<file path="config.mk">
export PLATFORM = sky130hd
export DESIGN_NAME = rotation_angle_tracker
export DESIGN_NICKNAME = d
export VERILOG_FILES = /design/src/rat_pkg.sv /design/src/rat_ctrl.sv /design/src/rat_dp.sv /design/src/rotation_angle_tracker.sv
export SDC_FILE = /design/constraint.sdc
export NUM_CORES = 2
export LEC_CHECK = 0
export BUFFER_PORTS_ARGS = -buffer_cell sky130_fd_sc_hd__buf_2
export CAP_MARGIN = 20
export CORE_ASPECT_RATIO = 1.2
export CORE_MARGIN = 2
export CORE_UTILIZATION = 55
export CTS_CLUSTER_DIAMETER = 40
export DETAILED_ROUTE_END_ITERATION = 16
export PLACE_DENSITY = 0.74
export SYNTH_ARGS = -nofsm -noshare
export SYNTH_HDL_FRONTEND = slang
export SYNTH_HIERARCHICAL = 1
export SYNTH_SLANG_ARGS = --single-unit
</file>
<file path="constraint.sdc">
create_clock -name clk -period 7.16 [get_ports clk]
set_input_delay 1.074 -clock clk [delete_from_list [all_inputs] [get_ports clk]]
set_output_delay 1.074 -clock clk [all_outputs]
set_load 0.02 [all_outputs]
</file>
<file path="src/rat_pkg.sv">
// shared constants, types and command/status structs for the rotation angle tracker
package rat_pkg;

  localparam int ANGLE_BITS    = 16;
  localparam int MAX_DIVISIONS = 1024;
  localparam int TIME_BITS     = 32;

  localparam int UNW_W  = 32;
  localparam int FILT_W = 40;
  localparam int COEF_W = 16;
  localparam int DIV_W  = 11;
  localparam int IDX_W  = 10;
  localparam int TM_W   = ANGLE_BITS + 8;
  localparam int MAG_W  = 31;
  localparam int DVD_W  = MAG_W + TIME_BITS;
  localparam int ACC_W  = 64;
  localparam int MPL_W  = (TIME_BITS > COEF_W + 1) ? TIME_BITS : COEF_W + 1;
  localparam int CNT_W  = $clog2(DVD_W + 1);

  localparam logic [1:0] REG_COEFF = 2'd0;
  localparam logic [1:0] REG_TRIM  = 2'd1;
  localparam logic [1:0] REG_DIVS  = 2'd2;

  typedef struct packed {
    logic load;
    logic samp_unwrap;
    logic samp_setup;
    logic tick_setup;
    logic mul_step;
    logic samp_fin;
    logic div_init;
    logic div_step;
    logic tmod_calc;
    logic scale_calc;
    logic out_load;
    logic upd;
  } cmd_t;

  typedef struct packed {
    logic is_tick;
    logic dt_zero;
  } stat_t;

endpackage

</file>
<file path="src/rat_ctrl.sv">
// sequencing state machine for samples and ticks
module rat_ctrl (
  input  logic          clk,
  input  logic          rst,
  input  logic          s_tvalid,
  output logic          s_tready,
  output logic          m_tvalid,
  input  logic          m_tready,
  input  rat_pkg::stat_t st,
  output rat_pkg::cmd_t  cmd
);
  import rat_pkg::*;

  localparam logic [3:0] S_IDLE  = 4'd0;
  localparam logic [3:0] S_DEC   = 4'd1;
  localparam logic [3:0] S_SPREP = 4'd2;
  localparam logic [3:0] S_MUL   = 4'd3;
  localparam logic [3:0] S_SFIN  = 4'd4;
  localparam logic [3:0] S_DIVI  = 4'd5;
  localparam logic [3:0] S_DIV   = 4'd6;
  localparam logic [3:0] S_TMOD  = 4'd7;
  localparam logic [3:0] S_SCALE = 4'd8;
  localparam logic [3:0] S_OUT   = 4'd9;

  localparam logic [CNT_W-1:0] MUL_S_LAST = CNT_W'(COEF_W);
  localparam logic [CNT_W-1:0] MUL_T_LAST = CNT_W'(TIME_BITS - 1);
  localparam logic [CNT_W-1:0] DIV_LAST   = CNT_W'(DVD_W - 1);

  logic [3:0]       state, state_next;
  logic [CNT_W-1:0] cnt, cnt_next;
  logic             upd, upd_next;
  logic             mvalid_next;

  assign s_tready = (state == S_IDLE);

  always_comb begin
    state_next  = state;
    cnt_next    = cnt;
    upd_next    = upd;
    mvalid_next = m_tvalid && !m_tready;
    cmd         = '0;
    cmd.upd     = upd;
    case (state)
      S_IDLE: begin
        if (s_tvalid) begin
          cmd.load   = 1'b1;
          state_next = S_DEC;
        end
      end
      S_DEC: begin
        cnt_next = '0;
        if (!st.is_tick) begin
          cmd.samp_unwrap = 1'b1;
          state_next      = S_SPREP;
        end else if (st.dt_zero) begin
          upd_next   = 1'b0;
          state_next = S_OUT;
        end else begin
          cmd.tick_setup = 1'b1;
          upd_next       = 1'b1;
          state_next     = S_MUL;
        end
      end
      S_SPREP: begin
        cmd.samp_setup = 1'b1;
        state_next     = S_MUL;
      end
      S_MUL: begin
        cmd.mul_step = 1'b1;
        cnt_next     = cnt + 1'b1;
        if (!st.is_tick && cnt == MUL_S_LAST) begin
          state_next = S_SFIN;
        end else if (st.is_tick && cnt == MUL_T_LAST) begin
          state_next = S_DIVI;
        end
      end
      S_SFIN: begin
        cmd.samp_fin = 1'b1;
        state_next   = S_IDLE;
      end
      S_DIVI: begin
        cmd.div_init = 1'b1;
        cnt_next     = '0;
        state_next   = S_DIV;
      end
      S_DIV: begin
        cmd.div_step = 1'b1;
        cnt_next     = cnt + 1'b1;
        if (cnt == DIV_LAST) state_next = S_TMOD;
      end
      S_TMOD: begin
        cmd.tmod_calc = 1'b1;
        state_next    = S_SCALE;
      end
      S_SCALE: begin
        cmd.scale_calc = 1'b1;
        state_next     = S_OUT;
      end
      S_OUT: begin
        if (!m_tvalid || m_tready) begin
          cmd.out_load = 1'b1;
          mvalid_next  = 1'b1;
          state_next   = S_IDLE;
        end
      end
      default: state_next = S_IDLE;
    endcase
  end

  always_ff @(posedge clk) begin
    if (rst) begin
      state    <= S_IDLE;
      cnt      <= '0;
      upd      <= 1'b0;
      m_tvalid <= 1'b0;
    end else begin
      state    <= state_next;
      cnt      <= cnt_next;
      upd      <= upd_next;
      m_tvalid <= mvalid_next;
    end
  end

endmodule

</file>
<file path="src/rat_dp.sv">
// datapath: config registers, unwrap, filter, shift-add multiplier, divider, slot map
module rat_dp (
  input  logic                          clk,
  input  logic                          rst,
  input  logic                          cfg_we,
  input  logic [1:0]                    cfg_index,
  input  logic [15:0]                   cfg_data,
  input  logic                          in_op,
  input  logic [15:0]                   in_angle,
  input  logic [31:0]                   in_time,
  input  rat_pkg::cmd_t                 cmd,
  output rat_pkg::stat_t                st,
  output logic [rat_pkg::IDX_W-1:0]     out_index,
  output logic [rat_pkg::IDX_W-1:0]     out_column,
  output logic                          out_upd
);
  import rat_pkg::*;

  logic [COEF_W-1:0]    coeff;
  logic [15:0]          trim;
  logic [DIV_W-1:0]     divs;
  logic                 op;
  logic [ANGLE_BITS-1:0] angle;
  logic [TIME_BITS-1:0] tnow;
  logic [UNW_W-1:0]     unw;
  logic [FILT_W-1:0]    fc, fp;
  logic [TIME_BITS-1:0] tc, tp;
  logic [IDX_W-1:0]     held;
  logic [ACC_W-1:0]     acc, mcand;
  logic [MPL_W-1:0]     mplier;
  logic [DVD_W-1:0]     nq;
  logic [TIME_BITS-1:0] rem;
  logic                 neg;
  logic [TM_W-1:0]      tmod;
  logic [IDX_W-1:0]     idx;

  logic [ANGLE_BITS-1:0] step;
  logic [FILT_W-1:0]     dval, delta, dmag, qv, sv;
  logic [MAG_W-1:0]      mag;
  logic [TIME_BITS-1:0]  dt, el;
  logic [TIME_BITS:0]    trial;
  logic                  ge;
  logic [DIV_W-1:0]      div_eff;
  logic [TM_W+DIV_W-1:0] prod;
  logic [IDX_W-1:0]      idx_sel;
  logic [DIV_W-1:0]      col_w;

  assign step  = angle - unw[ANGLE_BITS-1:0];
  assign dval  = {unw, 8'b0} - fc;
  assign delta = fc - fp;
  assign dmag  = delta[FILT_W-1] ? (~delta + 1'b1) : delta;
  assign mag   = (dmag > FILT_W'(32'h7FFF_FFFF)) ? {MAG_W{1'b1}} : dmag[MAG_W-1:0];
  assign dt    = tc - tp;
  assign el    = tnow - tc;
  assign trial = {rem, nq[DVD_W-1]};
  assign ge    = trial >= {1'b0, dt};
  assign qv    = nq[FILT_W-1:0];
  assign sv    = fc + (neg ? (~qv + 1'b1) : qv) + {8'b0, trim, 8'b0};
  assign prod  = tmod * div_eff;

  always_comb begin
    if (divs == '0) div_eff = DIV_W'(1);
    else if (divs > DIV_W'(MAX_DIVISIONS)) div_eff = DIV_W'(MAX_DIVISIONS);
    else div_eff = divs;
  end

  assign idx_sel = cmd.upd ? idx : held;
  assign col_w   = ({1'b0, idx_sel} < div_eff) ? (div_eff - 1'b1 - {1'b0, idx_sel}) : '0;

  assign st.is_tick = op;
  assign st.dt_zero = (dt == '0);

  always_ff @(posedge clk) begin
    if (rst) begin
      coeff <= COEF_W'(62259);
      trim  <= 16'd20026;
      divs  <= DIV_W'(333);
    end else if (cfg_we) begin
      case (cfg_index)
        REG_COEFF: coeff <= cfg_data;
        REG_TRIM:  trim  <= cfg_data;
        REG_DIVS:  divs  <= cfg_data[DIV_W-1:0];
        default: ;
      endcase
    end
  end

  always_ff @(posedge clk) begin
    if (rst) begin
      unw  <= '0;
      fc   <= '0;
      fp   <= '0;
      tc   <= '0;
      tp   <= '0;
      held <= '0;
    end else begin
      if (cmd.samp_unwrap) unw <= unw + {{(UNW_W-ANGLE_BITS){step[ANGLE_BITS-1]}}, step};
      if (cmd.samp_fin) begin
        fp <= fc;
        fc <= fc + acc[FILT_W+15:16];
        tp <= tc;
        tc <= tnow;
      end
      if (cmd.out_load && cmd.upd) held <= idx;
    end
  end

  always_ff @(posedge clk) begin
    if (cmd.load) begin
      op    <= in_op;
      angle <= in_angle[ANGLE_BITS-1:0];
      tnow  <= in_time[TIME_BITS-1:0];
    end
    if (cmd.samp_setup) begin
      mcand  <= {{(ACC_W-FILT_W){dval[FILT_W-1]}}, dval};
      mplier <= MPL_W'(17'h10000 - {1'b0, coeff});
      acc    <= ACC_W'(32768);
    end else if (cmd.tick_setup) begin
      mcand  <= ACC_W'(mag);
      mplier <= MPL_W'(el);
      acc    <= '0;
      neg    <= delta[FILT_W-1];
    end else if (cmd.mul_step) begin
      if (mplier[0]) acc <= acc + mcand;
      mcand  <= {mcand[ACC_W-2:0], 1'b0};
      mplier <= {1'b0, mplier[MPL_W-1:1]};
    end
    if (cmd.div_init) begin
      nq  <= acc[DVD_W-1:0];
      rem <= '0;
    end else if (cmd.div_step) begin
      rem <= ge ? TIME_BITS'(trial - {1'b0, dt}) : trial[TIME_BITS-1:0];
      nq  <= {nq[DVD_W-2:0], ge};
    end
    if (cmd.tmod_calc)  tmod <= sv[TM_W-1:0];
    if (cmd.scale_calc) idx  <= prod[TM_W+IDX_W-1:TM_W];
    if (cmd.out_load) begin
      out_index  <= idx_sel;
      out_column <= col_w[IDX_W-1:0];
      out_upd    <= cmd.upd;
    end
  end

endmodule

</file>
<file path="src/rotation_angle_tracker.sv">
// top level: rotation angle tracker, controller plus datapath
// a sample request runs unwrap, a 17-step shift-add filter multiply, then the update
// a tick request with new samples runs a 32-step multiply of angle change by elapsed
//   time, a 63-step restoring divide by the sample interval, then trim and slot scaling
// a tick with equal sample times skips to output; results sit in an output register
// synchronous active-high reset restores register defaults and clears all tracking state
module rotation_angle_tracker (
  input  logic        clk,
  input  logic        rst,
  input  logic        s_tvalid,
  output logic        s_tready,
  input  logic [47:0] s_tdata,   // angle[15:0], time_us[47:16]
  input  logic        s_tuser,   // op
  output logic        m_tvalid,
  input  logic        m_tready,
  output logic [23:0] m_tdata,   // angle_index[9:0], column[19:10], zero pad
  output logic        m_tuser,   // updated
  input  logic        cfg_we,
  input  logic [1:0]  cfg_index,
  input  logic [15:0] cfg_data
);
  import rat_pkg::*;

  cmd_t             cmd;
  stat_t            st;
  logic [IDX_W-1:0] out_index;
  logic [IDX_W-1:0] out_column;

  // one request in flight; input is taken only when the sequencer is idle
  rat_ctrl u_ctrl (
    .clk      (clk),
    .rst      (rst),
    .s_tvalid (s_tvalid),
    .s_tready (s_tready),
    .m_tvalid (m_tvalid),
    .m_tready (m_tready),
    .st       (st),
    .cmd      (cmd)
  );

  // arithmetic and all tracking state
  rat_dp u_dp (
    .clk        (clk),
    .rst        (rst),
    .cfg_we     (cfg_we),
    .cfg_index  (cfg_index),
    .cfg_data   (cfg_data),
    .in_op      (s_tuser),
    .in_angle   (s_tdata[15:0]),
    .in_time    (s_tdata[47:16]),
    .cmd        (cmd),
    .st         (st),
    .out_index  (out_index),
    .out_column (out_column),
    .out_upd    (m_tuser)
  );

  // pack result fields, index lowest
  assign m_tdata = {4'b0, out_column, out_index};

  // the sequencer always leaves idle right after taking a request
  assert property (@(posedge clk) disable iff (rst)
    (s_tvalid && s_tready) |=> !s_tready)
    else $error("request accepted but sequencer stayed idle");

  // a sample request never produces a result
  assert property (@(posedge clk) disable iff (rst)
    (s_tvalid && s_tready && !s_tuser) |=> ##1 !$rose(m_tvalid))
    else $error("sample request produced a result");

  // a result is loaded only while no new request is taken
  assert property (@(posedge clk) disable iff (rst)
    $rose(m_tvalid) |-> $past(!s_tready))
    else $error("result appeared from idle state");

endmodule
</file>
==> impl_metrics.ini <==
[run_status]
status = finished clean

[synthesis]
synthCells = 5696
avgSynthCellArea_sq_um = 8.80
synth.distinct_cells = 95
synth_ff_type = dfxtp_1
synth_seq_area_share_pct = 29.2
yosys.area.top_type_share_pct = 15.8
ys_warn_count = 6
async_flop_share_pct = 0
synth_edf_count = 263
netlist_area_sq_um = 50100
netlist_top_cells_area = edfxtp_1 16%, dfxtp_1 13%, ha_1 11%, fa_1 8.8%, inv_1 4.2%
synth_largest_area_cell = edfxtp_1
synth-seq-cells = 599

[place]
portBuffers = 94
dp_hpwl_um = 100000
place_area_sq_um = 51900
dp.cells = 6810
routabilityCongestion = 0.973

[timing]
setup_viol = 0
max_freq_mhz = 147
skew_ns = 0.0527
period_share_pct = 94.8
hold_viol = 0
min_period_ns = 6.79
worst_pin_slew_ns = 1.09
relSlewSlack_pct = 27.7
hold_slack_ns = 0.452
drv_slew = 0

[min_path]
hold_class = flip-flop to flip-flop

[setup_path]
required_ns = 7.57
slowest_stage = fa_1
critPathMaxStageDelay_ns = 0.54
worstSetupPathType = flip-flop to flip-flop
worstPathArrival_ns = 7.20
start_kind = flip-flop
end_kind = flip-flop
path_max_fanout = 28
cpMostUsedCell = fa_1

[cells_and_area]
stdcell_count = 7003
post-route-cell-area_sq_um = 55400
syn2layout_area_growth_pct = 10.6
nNetsFinal = 6469
final_layout_size_suffix_gt1_share_pct = 8.47

[clocking]
cts_buffer_depth = 3
ctsHoldBuffers = 0
cts_tree = built
cts_buffers = 100
htree_levels = 3
clkSinkCount = 599
clk_pin_slew_ns = 0.05
clock_latency_ns = 0.69
cts-root-buf = clkbuf_16

[global_routing]
grt_pass1_vias = 41000
grt_pass1_wl_um = 211000
overflow = 0
grt_max_degree = 93
antenna_found_initial = 5
grtUsageTotal_pct = 27.9

[pwr]
cellLeakagePower_nw = 24.1
power_density_nw_per_um2 = 474
worst_ir_drop_vdd_mv = 0.422

[floorplan]
rows = 121
die_area_sq_um = 93500
die_height_um = 335
io_pins = 99
fp.coreArea_sq_um = 90500
start_util_pct = 55.3
die_x_um = 280

[route]
vias = 41300
drc = 0
routed_via_density = 5.89
drt_iter0_drc = 2781
dr.pass1.iters = 8
ant_nets = 0
wire_per_inst_um = 18.8
wirelength_um = 131000

[run]
drv_cap = 0
[metrics by stage]
step,setup TNS (ns),worst slack (ns),util [%],total power [mW]
2_1_floorplan,0,0.195,-,17.4
3_3_place_gp,0,0.386,57.3,20.7
3_5_place_dp,0,0.299,57.3,21.0
4_1_cts,0,0.246,61.2,26.1
5_1_grt,-0.103,-0.0332,61.2,28.2
6_report,0,0.374,61.2,26.2
[synthesized netlist by cell type, drive strengths merged, types with 56 or more instances]
cell type	number
inv	563
nand2	518
nor2	486
ha	432
a21oi	390
dfxtp	336
edfxtp	263
fa	220
o21ai	217
mux2i	204
xnor2	202
clkbuf	185
a21o	168
xor2	161
and2	134
nand3	103
nor3	99
and3	71
a211oi	68
nor2b	64
mux2	63
nand2b	62
o21a	56
[worst max-delay path: cells and delay by family, from the launching register on]
kind,cells,cell delay (ns)
DFF,1,0.33
xor gates and xnor gates,1,0.08
adders and majority gates,6,2.56
AOI/OAI and AO/OA,10,1.84
buffers and inverters,6,0.73
and+or+nand+nor,6,1.00
[path summary, 6_finish.rpt]
path / start / to / cells past startpoint / slack [ns]
max: u_dp/divs[4] / u_dp/idx[8] / 29 / 0.37
min: u_dp/held[4] / u_dp/held[4] / 2 / 0.45
max reg2reg: u_dp/divs[4] / u_dp/idx[8] / 29 / 0.37
min reg2reg: u_dp/held[4] / u_dp/held[4] / 2 / 0.45
[report_power, final]
| part | leakage, nW | internal [mW] | switching, mW |
|---|---|---|---|
| clock network | 1.71 | 3.07 | 1.87 |
| logic | 17.2 | 6.52 | 9.33 |
| registers | 5.16 | 4.71 | 0.748 |
[metal layers]
metal,routed length [um],vias up,GRT usage (%)
li1,-,20000,-
met1,51800,19600,31.8
met2,64700,1186,49.6
met3,6440,405,3.86
met4,8570,4,16.8
met5,27,-,0
[registers in the layout, indices dropped and copies added (netlist names), 11 cells and up]
signal,cells
u_dp/acc,63
u_dp/angle,16
u_dp/coeff,16
u_dp/divs,11
u_dp/fc,40
u_dp/fp,40
u_dp/mcand,63
u_dp/mplier,32
u_dp/nq,63
u_dp/rem,32
u_dp/tc,32
u_dp/tmod,24
u_dp/tnow,32
u_dp/tp,32
u_dp/trim,16
u_dp/unw,32
[layout by cell type, fill, tap and decap left out, types with 103 or more instances in the layout]
cell type	n
inv_1	562
nand2_1	516
nor2_1	479
ha_1	432
a21oi_1	387
dfxtp_1	335
edfxtp_1	263
fa_1	220
o21ai_0	211
mux2i_1	204
xnor2_1	201
a21o_1	168
xor2_1	161
and2_1	132
clkbuf_16	103
[cell families (layout without fill, tap and decap cells)]
logic type / Yosys count / count (layout) / synth area share, %
AO/OA/AOI/OAI: 1295 / 1295 / 16.9
AND/OR/NAND/NOR: 1725 / 1725 / 16.4
XOR/XNOR: 363 / 363 / 6.35
other: 1 / 6 / 0.00748
buffers and inverters: 794 / 928 / 6.08
flip-flops: 599 / 599 / 29.2
adder cells (fa/ha/maj): 652 / 652 / 19.6
multiplexers: 267 / 267 / 5.49
[repair_timing]
action                     CTS  global route
resized for setup            0             8
buffers inserted             0             0
hold endpoints to repair     0             0
setup endpoints to repair    0            37
[layout make-up]
cell class / instances / area [sq um]
diodes: 2 / 5.00
clock buffers: 120 / 2690
clock inverters: 70 / 818
fillers: 7693 / 35100
inverters: 566 / 2120
multi-input cells: 4306 / 32600
flip-flops and latches: 599 / 14600
well taps: 1168 / 1460
repair buffers: 172 / 1130
Power figures use the tool's default switching activity.
